[config.mk]
export PLATFORM = sky130hd
export DESIGN_NAME = tpl_ram
export DESIGN_NICKNAME = d
export VERILOG_FILES = /design/src/sv/triangle_point_location_defines.svh /design/src/sv/tpl_ram.sv
export SDC_FILE = /design/constraint.sdc
export NUM_CORES = 1
export LEC_CHECK = 0
export BUFFER_PORTS_ARGS = -buffer_cell sky130_fd_sc_hd__buf_2
export CAP_MARGIN = 15
export CORE_ASPECT_RATIO = 2
export CORE_UTILIZATION = 60
export CTS_CLUSTER_SIZE = 8
export DETAILED_ROUTE_END_ITERATION = 10
export GPL_ROUTABILITY_DRIVEN = 1
export GPL_TIMING_DRIVEN = 0
export MAX_ROUTING_LAYER = met4
export PLACE_DENSITY_LB_ADDON = 0.12
export REMOVE_ABC_BUFFERS = 1
export SLEW_MARGIN = 20
export SYNTH_ARGS = -nofsm -noshare
export SYNTH_HDL_FRONTEND = slang
export SYNTH_SLANG_ARGS = --single-unit
[constraint.sdc]
create_clock -name i_clk -period 2.12 [get_ports i_clk]
set_input_delay 0 -clock i_clk [delete_from_list [all_inputs] [get_ports i_clk]]
set_output_delay 0 -clock i_clk [all_outputs]
set_load 0.05 [all_outputs]
[src/sv/triangle_point_location_defines.svh]
// ----------------------------------------------------------------------------
// Triangle point location: assertion macros
// Shared concurrent assertion forms, clocked and disabled during reset.
// ----------------------------------------------------------------------------
`ifndef TRIANGLE_POINT_LOCATION_DEFINES_SVH
`define TRIANGLE_POINT_LOCATION_DEFINES_SVH

// Same-cycle implication.
`define TPL_ASSERT_IMP(label, clk, rst_n, ante, cons) \
    label: assert property (@(posedge clk) disable iff (!rst_n) (ante) |-> (cons)) \
        else $error("triangle point location assertion failed");

// Next-cycle implication.
`define TPL_ASSERT_NXT(label, clk, rst_n, ante, cons) \
    label: assert property (@(posedge clk) disable iff (!rst_n) (ante) |=> (cons)) \
        else $error("triangle point location assertion failed");

`endif

[src/sv/tpl_ram.sv]
// ----------------------------------------------------------------------------
// Generic RAM
// One write port, one read port, registered read data.
// ----------------------------------------------------------------------------
`default_nettype none

module tpl_ram #(
    parameter int WIDTH = 8,
    parameter int DEPTH = 16
) (
    input  wire logic                                   i_clk,
    input  wire logic                                   i_we,
    input  wire logic [((DEPTH > 1) ? $clog2(DEPTH) : 1)-1:0] i_waddr,
    input  wire logic [WIDTH-1:0]                       i_wdata,
    input  wire logic [((DEPTH > 1) ? $clog2(DEPTH) : 1)-1:0] i_raddr,
    output logic      [WIDTH-1:0]                       o_rdata
);

    logic [WIDTH-1:0] r_mem [DEPTH];

    always_ff @(posedge i_clk) begin
        if (i_we) begin
            r_mem[i_waddr] <= i_wdata;
        end
        o_rdata <= r_mem[i_raddr];
    end

endmodule

`default_nettype wire

# After elaboration in Yosys (flattened, before gate mapping)
# Memory sizes are Yosys's and may differ from the RTL's. A register that Yosys moved wholly into a read port is not among the register bits.
# Cells that the tools add are included.
[totals]
word_cells = 3
regBits = 0
mem_bits_rw = 128
in_bits = 18
output_inout_bits = 8
mem_count = 1
[classes]
n_mux = 2
[memory_table]
columns = ["name", "depth", "word_bits", "read_ports", "rd_ports_with_merged_regs", "wr", "line", "text"]
rows = [
  ["r_mem", 16, 8, 1, 1, 1, "tpl_ram.sv:19", "logic [WIDTH-1:0] r_mem [DEPTH];"],
]
[ops]
columns = ["operator", "n"]
rows = [
  ["1-bit two-way mux", 2],
]

# Depth between registers and ports, before layout
[depth]
word_depth = 2
mapped_depth = 5

# Worst setup path before layout
# Ideal clock, no wire load.
[synth_timing]
path_kind = "input to register"
from = "input i_waddr[2] in the netlist's numbering"
to = "memory r_mem[0][0], enable pin"
path_stages = 2
path_buffers = 0
setup_slack_ps = 627
arrival_time_ps = 1110
setup_ps = 383
path_cell_list = "or3b_2 > nor3_1"
[synth_rtl]
columns = ["element", "line", "text"]
rows = [
  ["from (decl)", "tpl_ram.sv:13", "input wire logic [((DEPTH > 1) ? $clog2(DEPTH) : 1)-1:0] i_waddr,"],
  ["to (decl)", "tpl_ram.sv:19", ""],
]
# No word-level cell before the write port.

==> run_results.csv <==
group,metric,value,unit
sta,timing.hold.ws,83.5,ps
sta,rsz0062_at_grt,"no",
synthesis,netlist_area,5150,µm²
detailed_routing,drtAntennaViolNets,0,
grt,antenna_found_initial,0,
die,row_count,47,
grt,grt_overflow,0,
cts,post_cts_buffers,0,
sta,hold_violations,0,
critical_path,critPathLaunchType,"flop",
cts,cts.path.max_buffers,2,
die,dieWidth,67.5,µm
placed_design,port_buffers,25,
power,total_power,0.00623,W
power,p_int,0.00501,W
power,switching_power,0.00123,W
sta,slew_viol_final,0,
power,clock_power_share,0.461,
power,p_leak,2.05,nW
cts,h-tree-depth,4,
sta,fin_crit,1370,ps
synthesis,synth_top_cell_area_share,0.747,
placed_design,hpwl,5880,µm
critical_path,critical_path_class,"flop to flop",
cells_and_area,final_util,0.728,
run,max_cap_violations,0,
placed_design,gp_congestion,0.713,
grt,grt_max_degree,33,
synthesis,avgSynthCellArea,22.5,µm²
die,initial_utilization,0.621,
cts,root_buffer,"clkbuf_16",
cts,clkTransAtPathRegs,60,ps
sta,slew_headroom,0.349,
power,seq_power_share,0.485,
synthesis,ys_top_cells_by_area,"edfxtp_1 (75%), mux4_2 (7.9%), mux4_1 (7.1%), dfxtp_1 (3.1%), a22oi_1 (2.3%)",
critical_path,required,2410,ps
synthesis,yosys.area.top_type,"edfxtp_1",
synthesis,synthCells,229,
cts,ctsResizeCount,0,
cts,cts_tree,"built",
synthesis,ys_ff_latch,136,
cells_and_area,drive_above_1_share,0.282,
power,ir_drop,1.12,mV
cells_and_area,area_growth,17.3,%
die,die_area,8980,µm²
synthesis,seq_area_frac_synth,0.778,
critical_path,cp_max_fo,1,
grt,grt_usage,0.248,
sta,finalCritPeriodShare,0.645,
power,p_per_area,1030,nW/µm²
detailed_routing,first_iter_violations,208,
die,die-height,133,µm
grt,grt_first_pass_wirelength,14200,µm
sta,finClkSkew,6.17,ps
power,pwr-share-comb,0.054,
detailed_routing,post_drt_wl_per_cell,24.5,µm
cts,cts.sinks,136,
detailed_routing,num_vias,2396,
sta,finalSetupViolations,0,
critical_path,endpoint_kind,"flop",
critical_path,arrival,1660,ps
sta,setup_tns,0,ps
sta,setup_ws,753,ps
cells_and_area,num-nets-final,292,
detailed_routing,drc_errors,0,
cts,worstSkewPairLatency,410,ps
sta,fmax,732,MHz
detailed_routing,vias_per_cell,6.22,
detailed_routing,drt_first_pass_iters,4,
cts,numCtsBuffers,17,
worst_hold_path,hp-class,"input port to flop",
status,status,"completed",
sta,tightest_slew,973,ps
power,switching_share,0.197,
placed_design,dp_slack,107,ps
detailed_routing,drt-total-wl,9420,µm
die,num_io_pins,26,
die,core_area,8290,µm²
synthesis,yosys_warnings,0,
synthesis,ys_types,19,
grt,grt_pass1_vias,2503,
cells_and_area,antenna_cells,0,
-- metal layers --
metal,GRT usage,share of wire,up-vias
li1,-,-,1062
met1,0.278,0.35,1206
met2,0.404,0.58,110
met3,0.0716,0.053,18
met4,0.100,0.019,0
met5,-,0,-
-- kinds of logic (layout without fill, tap and decap cells) --
kind of cell	after synthesis	count (layout)	synth area share
flops	136	136	0.778
simple gates	35	35	0.0318
mux	32	32	0.150
compound gates	16	16	0.0233
buf+inv	10	68	0.0168
-- placed cells by master, fill, tap and decap left out --
cell | synthesis | final
clkbuf_1 | 0 | 2
bufinv_16 | 0 | 2
clkinv_2 | 0 | 5
nor2_1 | 13 | 13
mux4_2 | 18 | 18
clkbuf_8 | 0 | 5
buf_4 | 1 | 2
or3b_2 | 1 | 1
buf_2 | 3 | 25
dfxtp_1 | 8 | 8
nor2b_1 | 1 | 1
edfxtp_1 | 128 | 128
nand2b_1 | 2 | 2
clkbuf_16 | 0 | 17
and2b_1 | 1 | 1
clkinvlp_4 | 0 | 1
mux4_1 | 14 | 14
and2_1 | 1 | 1
nand2_1 | 9 | 9
dlygate4sd3_1 | 0 | 8
nand3_1 | 1 | 1
nor3_2 | 0 | 4
a22oi_1 | 16 | 16
nand3b_1 | 2 | 2
buf_12 | 0 | 1
-- final timing paths --
path / cells past startpoint / slack [ps] / startpoint / to
max: 3 / 750 / r_mem[1][5] / o_rdata[5]
min: 2 / 80 / i_waddr[1] / r_mem[12][2]
max reg2reg: 3 / 750 / r_mem[1][5] / o_rdata[5]
min reg2reg: 3 / 660 / r_mem[15][2] / o_rdata[2]
-- synthesized netlist by cell type --
cell             count
and2_1               1
a22oi_1             16
buf_2                3
nand3b_1             2
dfxtp_1              8
nor2_1              13
clkdlybuf4s25_2      3
and2b_1              1
nand2_1              9
or3b_2               1
nand2b_1             2
edfxtp_1           128
nand3_1              1
mux4_2              18
buf_4                1
mux4_1              14
buf_6                3
nor3_1               4
nor2b_1              1
-- critical path, stage by stage, from the launching register on --
cell and delay (ps):
edfxtp_1 380, mux4_1 530, a22oi_1 250, nand2_1 90
-- sequential cells by signal, indices dropped and copies added, names as in the netlist --
register  count
r_mem       128
o_rdata       8
-- per-stage QoR --
step | instance area [µm²] | cells
after detailed placement | 5340 | 344
after CTS | 6020 | 384
after floorplan | 5060 | 219
after global routing | 6040 | 385
final | 6040 | 385
after global placement | 5310 | 342
-- area by class of cell --
type / count / area [µm²]
Fill cell: 464 / 2250
Tap cell: 98 / 123
Clock inverter: 8 / 92.6
Multi-Input combinational cell: 83 / 1080
Clock buffer: 24 / 502
Sequential cell: 136 / 4000
Timing Repair Buffer: 36 / 240
-- power by group through the flow --
| stage | clock network, W | registers [W] | logic [W] |
|---|---|---|---|
| 2_1_floorplan | 0 | 0.00314 | 0.000120 |
| 3_3_place_gp | 0 | 0.00307 | 0.000310 |
| 3_5_place_dp | 0 | 0.00308 | 0.000321 |
| 4_1_cts | 0.00289 | 0.00302 | 0.000335 |
| 5_1_grt | 0.00301 | 0.00303 | 0.000360 |
| 6_report | 0.00287 | 0.00302 | 0.000336 |
-- timing repair --
item	CTS	global route
hold buffers	8	0
setup endpoints to repair	0	0
endpoints found under the hold margin	128	0
(Power assumes the default switching activity.)
